## src/rtl/lsfe_pkg.sv

```systemverilog
`timescale 1ns / 1ps
`default_nettype none
// ----------------------------------------------------------------------------
// lsfe_pkg
// Shared sizes, types and the three-bit line coding for the LED frame encoder.
// ----------------------------------------------------------------------------
package lsfe_pkg;

  // strip geometry
  localparam int unsigned STRIP_LEDS  = 64;
  localparam int unsigned RESET_BYTES = 16;

  localparam int unsigned LedIdxW  = (STRIP_LEDS > 1) ? $clog2(STRIP_LEDS) : 1;
  localparam int unsigned TailW    = (RESET_BYTES > 1) ? $clog2(RESET_BYTES) : 1;
  // fill range arithmetic: start (6 bits) plus count (7 bits), and STRIP_LEDS itself
  localparam int unsigned FillW    = (STRIP_LEDS > 190) ? $clog2(STRIP_LEDS + 1) : 8;

  // byte position inside one led: three colors of three bytes
  localparam logic [3:0] SubLast   = 4'd8;

  // command codes on the input channel
  typedef enum logic {
    CMD_FILL = 1'b0,
    CMD_PULL = 1'b1
  } strip_cmd_e;

  typedef logic [23:0] pixel_t;

  // write port request into the pixel store
  typedef struct packed {
    logic               en;
    logic [LedIdxW-1:0] addr;
    pixel_t             data;
  } pix_wr_t;

  // each color bit b becomes the line bits 1 b 0, msb first
  function automatic logic [23:0] expand_color(input logic [7:0] c);
    logic [23:0] w;
    for (int k = 0; k < 8; k++) begin
      w[3*k+2] = 1'b1;
      w[3*k+1] = c[k];
      w[3*k]   = 1'b0;
    end
    return w;
  endfunction

endpackage
`default_nettype wire

```

## src/rtl/lsfe_pixel_store.sv

```systemverilog
`timescale 1ns / 1ps
`default_nettype none
// ----------------------------------------------------------------------------
// lsfe_pixel_store
// One color per led in a synchronous memory with separate write and read
// ports, with per-entry valid flags: unwritten entries read zero after reset.
// ----------------------------------------------------------------------------
module lsfe_pixel_store import lsfe_pkg::*; (
  input  wire logic               clk_i,
  input  wire logic               rst_ni,
  input  wire pix_wr_t            wr_i,
  input  wire logic [LedIdxW-1:0] rd_addr_i,
  output pixel_t                  rd_data_o
);

  pixel_t                mem [STRIP_LEDS];
  logic [STRIP_LEDS-1:0] valid_q;
  pixel_t                rd_data_q;
  logic                  rd_valid_q;

  // memory array, write and registered read
  always_ff @(posedge clk_i) begin
    if (wr_i.en) begin
      mem[wr_i.addr] <= wr_i.data;
    end
    rd_data_q <= mem[rd_addr_i];
  end

  // written flags, cleared at reset
  always_ff @(posedge clk_i or negedge rst_ni) begin
    if (!rst_ni) begin
      valid_q    <= '0;
      rd_valid_q <= 1'b0;
    end else begin
      if (wr_i.en) begin
        valid_q[wr_i.addr] <= 1'b1;
      end
      rd_valid_q <= valid_q[rd_addr_i];
    end
  end

  assign rd_data_o = rd_valid_q ? rd_data_q : '0;

endmodule
`default_nettype wire

```

## src/rtl/led_strip_spi_frame_encoder_unit.sv

```systemverilog
`timescale 1ns / 1ps
`default_nettype none
// ----------------------------------------------------------------------------
// led_strip_spi_frame_encoder_unit
// Led strip color store and three-bit spi frame serializer.
// ----------------------------------------------------------------------------
// Usage: the input channel takes command words. cmd 0 fills fill_count leds
// from start_led with one color (leds past the strip end are dropped) and
// rewinds the frame; it gives no output word. cmd 1 pulls the next spi byte
// of the frame: leds in green, red, blue order, msb first, each color bit as
// 110 or 100, nine bytes per led, then RESET_BYTES zero bytes, the last one
// flagged with frame_end. After that byte the frame starts over.
// A pull does a pixel memory read, then a byte format step that loads its
// byte into the output register. A fill writes one led per cycle after it
// is accepted; an empty fill writes nothing and leaves the block ready.
// One word is worked on at a time: the input is taken only while idle.
// Reset clears the stored colors (all leds black) and rewinds the frame.
// A stalled receiver holds the output word; further fills are still taken,
// and a pull waits in its format step until the output register frees up.
// ----------------------------------------------------------------------------
module led_strip_spi_frame_encoder_unit import lsfe_pkg::*; (
  input  wire logic       clk_i,
  input  wire logic       rst_ni,
  input  wire logic       in_valid_i,
  output logic            in_ready_o,
  input  wire logic       cmd_i,
  input  wire logic [5:0] start_led_i,
  input  wire logic [6:0] fill_count_i,
  input  wire logic [7:0] red_i,
  input  wire logic [7:0] green_i,
  input  wire logic [7:0] blue_i,
  output logic            out_valid_o,
  input  wire logic       out_ready_i,
  output logic      [7:0] line_byte_o,
  output logic            frame_end_o
);

  typedef enum logic [1:0] {
    ST_IDLE,
    ST_FILL,
    ST_READ
  } state_e;

  state_e             state_q;
  logic [FillW-1:0]   wr_idx_q;
  logic [FillW-1:0]   fill_end_q;
  pixel_t             color_q;
  logic [LedIdxW-1:0] led_q;
  logic [3:0]         sub_q;
  logic               tail_q;
  logic [TailW-1:0]   tail_cnt_q;
  logic               out_valid_q;
  logic [7:0]         line_byte_q;
  logic               frame_end_q;

  logic               in_acc;
  logic [FillW-1:0]   fill_sum;
  logic [FillW-1:0]   fill_end_d;
  logic [FillW-1:0]   start_ext;
  pix_wr_t            wr_req;
  pixel_t             pixel;
  logic [7:0]         color_sel;
  logic [1:0]         third;
  logic [23:0]        expanded;
  logic [7:0]         byte_d;
  logic               last_byte;
  logic               out_load;

  assign in_ready_o = (state_q == ST_IDLE);
  assign in_acc     = in_valid_i && in_ready_o;

  // clipped end of the fill range
  assign start_ext  = FillW'(start_led_i);
  assign fill_sum   = start_ext + FillW'(fill_count_i);
  assign fill_end_d = (fill_sum > FillW'(STRIP_LEDS)) ? FillW'(STRIP_LEDS) : fill_sum;

  // pixel store write during the fill sweep
  assign wr_req.en   = (state_q == ST_FILL);
  assign wr_req.addr = wr_idx_q[LedIdxW-1:0];
  assign wr_req.data = color_q;

  lsfe_pixel_store u_store (
    .clk_i    (clk_i),
    .rst_ni   (rst_ni),
    .wr_i     (wr_req),
    .rd_addr_i(led_q),
    .rd_data_o(pixel)
  );

  // pick color and byte within the led
  always_comb begin
    color_sel = pixel[7:0];
    third     = 2'd0;
    unique case (sub_q)
      4'd0: begin color_sel = pixel[23:16]; third = 2'd0; end
      4'd1: begin color_sel = pixel[23:16]; third = 2'd1; end
      4'd2: begin color_sel = pixel[23:16]; third = 2'd2; end
      4'd3: begin color_sel = pixel[15:8];  third = 2'd0; end
      4'd4: begin color_sel = pixel[15:8];  third = 2'd1; end
      4'd5: begin color_sel = pixel[15:8];  third = 2'd2; end
      4'd6: begin color_sel = pixel[7:0];   third = 2'd0; end
      4'd7: begin color_sel = pixel[7:0];   third = 2'd1; end
      4'd8: begin color_sel = pixel[7:0];   third = 2'd2; end
      default: begin color_sel = pixel[7:0]; third = 2'd2; end
    endcase
  end

  assign expanded = expand_color(color_sel);

  always_comb begin
    unique case (third)
      2'd0:    byte_d = expanded[23:16];
      2'd1:    byte_d = expanded[15:8];
      default: byte_d = expanded[7:0];
    endcase
    if (tail_q) begin
      byte_d = 8'h00;
    end
  end

  assign last_byte = tail_q && (tail_cnt_q == TailW'(RESET_BYTES - 1));
  assign out_load  = (state_q == ST_READ) && (!out_valid_q || out_ready_i);

  // payload registers
  always_ff @(posedge clk_i) begin
    if (in_acc && cmd_i == CMD_FILL) begin
      color_q    <= {green_i, red_i, blue_i};
      fill_end_q <= fill_end_d;
    end
    if (out_load) begin
      line_byte_q <= byte_d;
      frame_end_q <= last_byte;
    end
  end

  // control: state, fill index, frame position, output valid
  always_ff @(posedge clk_i or negedge rst_ni) begin
    if (!rst_ni) begin
      state_q     <= ST_IDLE;
      wr_idx_q    <= '0;
      led_q       <= '0;
      sub_q       <= '0;
      tail_q      <= 1'b0;
      tail_cnt_q  <= '0;
      out_valid_q <= 1'b0;
    end else begin
      if (out_load) begin
        out_valid_q <= 1'b1;
      end else if (out_valid_q && out_ready_i) begin
        out_valid_q <= 1'b0;
      end
      unique case (state_q)
        ST_IDLE: begin
          if (in_acc) begin
            if (cmd_i == CMD_FILL) begin
              led_q      <= '0;
              sub_q      <= '0;
              tail_q     <= 1'b0;
              tail_cnt_q <= '0;
              wr_idx_q   <= start_ext;
              if (start_ext < fill_end_d) begin
                state_q <= ST_FILL;
              end
            end else begin
              state_q <= ST_READ;
            end
          end
        end
        ST_FILL: begin
          if (wr_idx_q + FillW'(1) >= fill_end_q) begin
            state_q <= ST_IDLE;
          end
          wr_idx_q <= wr_idx_q + FillW'(1);
        end
        ST_READ: begin
          if (out_load) begin
            state_q <= ST_IDLE;
            if (tail_q) begin
              if (last_byte) begin
                tail_q     <= 1'b0;
                tail_cnt_q <= '0;
                led_q      <= '0;
                sub_q      <= '0;
              end else begin
                tail_cnt_q <= tail_cnt_q + TailW'(1);
              end
            end else if (sub_q == SubLast) begin
              sub_q <= '0;
              if (led_q == LedIdxW'(STRIP_LEDS - 1)) begin
                tail_q     <= 1'b1;
                tail_cnt_q <= '0;
              end else begin
                led_q <= led_q + LedIdxW'(1);
              end
            end else begin
              sub_q <= sub_q + 4'd1;
            end
          end
        end
        default: state_q <= ST_IDLE;
      endcase
    end
  end

  assign out_valid_o = out_valid_q;
  assign line_byte_o = line_byte_q;
  assign frame_end_o = frame_end_q;

endmodule
`default_nettype wire

```

## config.mk

```make
export PLATFORM = sky130hd
export DESIGN_NAME = led_strip_spi_frame_encoder_unit
export DESIGN_NICKNAME = d
export VERILOG_FILES = /design/src/rtl/lsfe_pkg.sv /design/src/rtl/lsfe_pixel_store.sv /design/src/rtl/led_strip_spi_frame_encoder_unit.sv
export SDC_FILE = /design/constraint.sdc
export NUM_CORES = 2
export LEC_CHECK = 0
export BUFFER_PORTS_ARGS = -buffer_cell sky130_fd_sc_hd__buf_2
export CAP_MARGIN = 20
export CORE_MARGIN = 1
export CORE_UTILIZATION = 50
export CTS_CLUSTER_DIAMETER = 150
export CTS_CLUSTER_SIZE = 14
export DETAILED_ROUTE_END_ITERATION = 10
export PLACE_DENSITY = 0.73
export SLEW_MARGIN = 20
export SYNTH_ARGS = -nofsm -noshare
export SYNTH_HDL_FRONTEND = slang
export SYNTH_HIERARCHICAL = 1
export SYNTH_SLANG_ARGS = --single-unit
```

## constraint.sdc

```tcl
create_clock -name clk_i -period 3.55 [get_ports clk_i]
set_input_delay 0.1775 -clock clk_i [delete_from_list [all_inputs] [get_ports clk_i]]
set_output_delay 0.1775 -clock clk_i [all_outputs]
set_load 0.005 [all_outputs]
```

[Word level (Yosys, flattened, before mapping)]
Memory sizes are Yosys's and may differ from the RTL's. A register that Yosys moved wholly into a read port is not among the register bits.
Cells that the tools add are included.
Word-level totals
  bits in registers: 132
  latch bits: 0
  bits in writable memories: 1536
  ROM bits: 0
  output and inout bits: 11
  memories: 1
Operators by class
  add/subtract/negate cells: 5
  multipliers: 0
  divide/modulo/power cells: 0
  $lt $le $gt $ge: 6
  equality and inequality tests: 22
  shift-type cells: 0
  mux-type cells: 51
  bitwise gates (word level): 2
  reduce and logical (&&, ||, !) cells: 24
Memories
  u_store.mem: depth 64, bits a word 24, rd ports 1, clocked after Yosys merged registers in 1, wr ports 1, line lsfe_pixel_store.sv:16  | pixel_t mem [STRIP_LEDS];
Operators by type and width (count)
  OR 64 bit: 1
  one-hot mux 8 bit (2 select lines): 3
  two-way mux 4 bit: 11
  two-way mux 6 bit: 7
  two-way mux 24 bit: 1
  two-way mux 8 bit: 3
  equality test 4 x 3 -> 1 bit (second input constant): 4
  one-hot mux 4 bit (2 select lines): 2
  less-than comparator 6 x 7 -> 1 bit (second input constant): 2
  two-way mux 1 bit: 13
  one-hot mux 6 bit (2 select lines): 1
  OR reduction 3 bit: 4
  two-way mux 2 bit: 5
  adder 4 x 1 -> 4 bit (second input constant): 2
  adder 6 x 7 -> 8 bit: 1
  adder 8 x 1 -> 8 bit (second input constant): 1
  equality test 4 x 2 -> 1 bit (second input constant): 2
  equality test 4 bit (second input constant): 2
  greater-or-equal comparator 8 bit: 1
  greater-than comparator 8 x 7 -> 1 bit (second input constant): 1
  less-than comparator 6 x 8 -> 1 bit: 1
  AND reduction 4 bit: 2
  AND reduction 7 bit: 1
  adder 6 x 1 -> 6 bit (second input constant): 1
  25 further kinds: 38

[Longest topological paths before layout]
  depth in word-level cells: 8
  depth in mapped cells: 12
  gate-level depth less buffers: 11

[Hierarchy]
The synthesis kept the hierarchy.
Modules (own cells, without submodules)
  lsfe_pixel_store: times used 1, cells an instance 2744, area an instance 62093.3 µm², sequential area each 48231.3 µm²
  led_strip_spi_frame_encoder_unit: times used 1, cells an instance 343, area an instance 3699.8 µm², sequential area each 1881.8 µm²

[Worst setup path before layout]
OpenSTA, ideal clock, no wires.
  path kind: register to register
  start: register state_q[1]
  end: memory u_store/mem[48][0] (netlist bit) (enable)
  library setup time: 437 ps
  arrival: 3259 ps
  slack: -146 ps
  stages on the path, launching flop included: 9
  buffers on the path: 3
  cells stage by stage: dfrtp_1 -> buf_2 -> nand2b_1 -> buf_2 -> inv_1 -> buf_2 -> nand4b_1 -> or2_2 -> nor3_1
RTL lines
  start, declared: line led_strip_spi_frame_encoder_unit.sv:44  | state_e state_q;
  start signal, assigned: line led_strip_spi_frame_encoder_unit.sv:139  | state_q <= ST_IDLE;
  start signal, assigned: line led_strip_spi_frame_encoder_unit.sv:162  | state_q <= ST_FILL;
  start signal, assigned: line led_strip_spi_frame_encoder_unit.sv:165  | state_q <= ST_READ;
  end, declared: line lsfe_pixel_store.sv:16

[Worst setup path in the final report]
  start: register wr_idx_q[2]
  end: register state_q[1]
Between the ends
  cells in the longest elaborated chain, start to end: 4
RTL lines
  start, declared: line led_strip_spi_frame_encoder_unit.sv:45  | logic [FillW-1:0] wr_idx_q;
  start signal, assigned: line led_strip_spi_frame_encoder_unit.sv:160  | wr_idx_q <= start_ext;
  start signal, assigned: line led_strip_spi_frame_encoder_unit.sv:173  | wr_idx_q <= wr_idx_q + FillW'(1);
  adder 8 x 1 -> 8 bit: line led_strip_spi_frame_encoder_unit.sv:170  | if (wr_idx_q + FillW'(1) >= fill_end_q) begin
  greater-or-equal comparator 8 bit: line led_strip_spi_frame_encoder_unit.sv:170
  != test 2 bit (no line)
  AND reduction 4 bit (no line)
  end signal, assigned: line led_strip_spi_frame_encoder_unit.sv:165
  end signal, assigned: line led_strip_spi_frame_encoder_unit.sv:171  | state_q <= ST_IDLE;
  end signal, assigned: line led_strip_spi_frame_encoder_unit.sv:177  | state_q <= ST_IDLE;
No other way between the ends.
A chain may end at the register's enable or synchronous reset.

==> run metrics <==
min Tclk post-route 3.35 ns; critical setup path kind reg -> reg; Post-Layout Cell Count ~5,200; crit-path cells and3_1 > and3_1 > nand3_1 > xnor2_1 > ha_1 > nor2b_1 > a2111oi_1 > a211o_1 > a21oi_1 > dlygate4sd3_1; Die H 365 um; number of global-route vias before repair 32,300; Worst Setup End Kind flop; run status finished clean; CTS tree built; Clock Sinks roughly 1,700; Util after Layout around 57%; die area 133,000 um^2; PortBufs 52; clk root buf clkbuf_16; dpl cells 4,925; Routed WL 152,000 um; routability cong. 0.979; area post-placement between 60,000 and 70,000 um^2; Detailed Place HPWL ~90,000 um; Yosys warnings 6; post-synthesis sequential area ratio between 70% and 80%; Net Count, Synth 3,156; initial antenna violation count 9; ANT nets after route 0; wire per inst 29.3 um; CTS H-tree lvls 4; number of synthesized flops with an enable pin 1,577; CP max stage delay just under 0.6 ns; Max clock buf depth 3; DR vias/cell 6.20; initial DRC count ~4,300; GRT Total Usage a little under a quarter; Main synth FF type edfxtp_1; I/O pin count between 50 and 60; vias 32,200; Hold Vio Cnt, Final 0; Reg clk slew, reported paths 0.06 ns; ratio of cells with drive above 1 in the final layout 28.3%; Buf/Inv on CP 1; largest fanout on the critical path 13; Clk Latency, worst-skew pair 0.78 ns; total negative slack 0 ns; first-pass GRT wire length 221,000 um; DR DRC count 0; global route total overflow 0; cell family with most CP delay simple AND/OR/NAND/NOR gates; Slew Viols, Final 0; CP dominant cell by count and3_1; Least-Margin Pin Slew 1.03 ns; RSZ-0062 raised after global routing false; max cap viols 0; Rows 132; area growth from synthesis to layout 11.8%; Slowest-stage cell, CP dfrtp_1; Rel. slew slack 31.1%; Hold Path Class in -> reg; Seq cells post-synth roughly 1,700; fmax 298 MHz; type of origin of the critical path flop; Syn Std Cell Area 65,800 um^2; Cells after Synth just over 3,000; Final nets ~3,400; Max VDD drop approximately 620 uV; core area around 130,000 um^2; Static Leak 23.0 nW; DIE WIDTH 365 um; asr flop ratio synth 5.38%; critical path arrival 3.99 ns; Power Dens Cells around 610 nW/um^2; period utilization 94.4%; # setup viols final 0; Netlist cell types 66; Initial Util 50.6%; Initial DRT Pass Iterations 8; WP data required between 4 and 5 ns; Worst Skew 0.0257 ns; Finished Cell Area 73,600 um^2; Avg Cell Area, Syn 21.3 um^2; CTS buffer count 138; largest net degree at the start of global routing 65
==> cell families after synthesis <==
| family | Yosys count | synth area share [%] |
|---|---|---|
| AND/OR/NAND/NOR | 398 | 3.19 |
| AO/OA/AOI/OAI | 261 | 2.65 |
| buffers and inverters | 173 | 1.74 |
| XOR/XNOR | 11 | 0.146 |
| adder cells (fa/ha/maj) | 27 | 0.525 |
| other | 1 | 0.00570 |
| multiplexers | 524 | 15.6 |
| flip-flops | 1692 | 76.2 |
==> flip-flops by register name, indices dropped and copies added (netlist names) <==
name and cells:
color_q 24, fill_end_q 8, frame_end_o 1, led_q 6
line_byte_o 8, out_valid_o 1, state_q 2, sub_q 4
tail_cnt_q 4, tail_q 1, u_store/mem 1536, u_store/rd_data_q 24
u_store/rd_valid_q 1, u_store/valid_q 64, wr_idx_q 8
==> metal layers <==
metal  track usage (%)  vias to the layer above  share of wire (%)
met2              37.2                     1672                 49
met1              32.4                    16900                 39
met4              8.34                        4                3.1
met3              3.97                      254                9.3
met5                 0                        -             0.0092
li1                  -                    13300                  -
==> power by group <==
group	switching, mW	internal [mW]	total (mW)
Clock	6.65	7.51	14.2
Combinational	4.00	3.29	7.29
Sequential	0.617	22.9	23.6
Total	11.3	33.7	45.0
==> worst paths after layout <==
path                                                 start                              end  slack, ns  depth (start not counted)
max in group asynchronous                           rst_ni  u_store/valid_q[63]$_DFFE_PN0P_       2.57                          3
max reg2reg                        wr_idx_q[2]$_DFFE_PN0P_           state_q[1]$_DFFE_PN0P_       0.20                         10
min                                            out_ready_i          out_valid_o$_DFFE_PN0P_       0.05                          3
min reg2reg                u_store/valid_q[14]$_DFFE_PN0P_  u_store/valid_q[14]$_DFFE_PN0P_       0.46                          1
min in group asynchronous                           rst_ni  u_store/valid_q[30]$_DFFE_PN0P_       0.10                          2
max                                wr_idx_q[2]$_DFFE_PN0P_           state_q[1]$_DFFE_PN0P_       0.20                         10
==> tightest hold or removal path: stages <==
cell	delay, ns
buf_2	0.07
and2b_1	0.29
nand2b_1	0.21
==> synth_stat cells (8+ instances only) <==
library cell / number / share of area [%]
a21oi_1: 47 / 0.36
nand3_1: 44 / 0.33
buf_2: 33 / 0.25
nor3_1: 8 / 0.061
edfxtp_1: 1577 / 72
o21ai_1: 13 / 0.099
buf_6: 35 / 0.60
a22oi_1: 40 / 0.46
nand2_1: 42 / 0.24
clkbuf_1: 45 / 0.26
o21ai_0: 37 / 0.28
nand3b_1: 9 / 0.10
buf_4: 31 / 0.35
mux2_2: 20 / 0.34
nand2b_1: 10 / 0.095
and2_1: 29 / 0.28
ha_1: 26 / 0.49
dfxtp_1: 24 / 0.73
or2_2: 66 / 0.63
nor2b_1: 12 / 0.11
dfrtp_1: 91 / 3.5
or4_1: 8 / 0.091
a221oi_1: 21 / 0.28
inv_1: 18 / 0.10
nand4_1: 8 / 0.076
and3_1: 23 / 0.22
o22ai_1: 56 / 0.53
mux4_2: 397 / 14
a22o_1: 14 / 0.19
nor2_1: 116 / 0.66
mux2i_1: 106 / 1.6
==> layout by cell type, fill, tap and decap left out, types with 44 or more instances in the layout <==
cell       netlist  layout
buf_4           31     173
dfrtp_1         91      84
nor2_1         116      54
edfxtp_1      1577    1577
mux4_2         397     397
clkbuf_1        45      69
nand3_1         44      44
clkbuf_16        0     145
or2_2           66      66
buf_2           33      51
o22ai_1         56      56
nor2_2           0      62
a21oi_1         47      47
mux2i_1        106     106
==> area by class of cell <==
class / count / area [um^2]
antenna: 2 / 5.00
clock buffer: 214 / 3890
clock inverter: 8 / 80.1
fill: 9324 / 56400
inverter: 18 / 67.6
multi-input combinational: 1222 / 14700
sequential: 1692 / 50100
tap: 1742 / 2180
timing repair buffer: 289 / 2470
==> timing repair <==
item                                    4_1_cts  5_1_grt
resized for setup                             0        3
endpoints found under the setup margin        0        1
setup buffers                                 0        1
endpoints found under the hold margin        86        0
hold buffers                                 37        0
==> per-stage QoR <==
stage | setup slack (ns) | power (mW) | hold WS [ns]
2_1_floorplan | 0.0143 | 29.0 | -0.118
3_3_place_gp | 0.520 | 31.1 | 0.316
3_5_place_dp | 0.483 | 31.2 | 0.329
4_1_cts | 0.0428 | 45.2 | 0.00477
5_1_grt | 0.00310 | 46.4 | 0.0478
6_report | 0.198 | 45.0 | 0.0480
No activity file was read; power rests on OpenSTA's default activity.
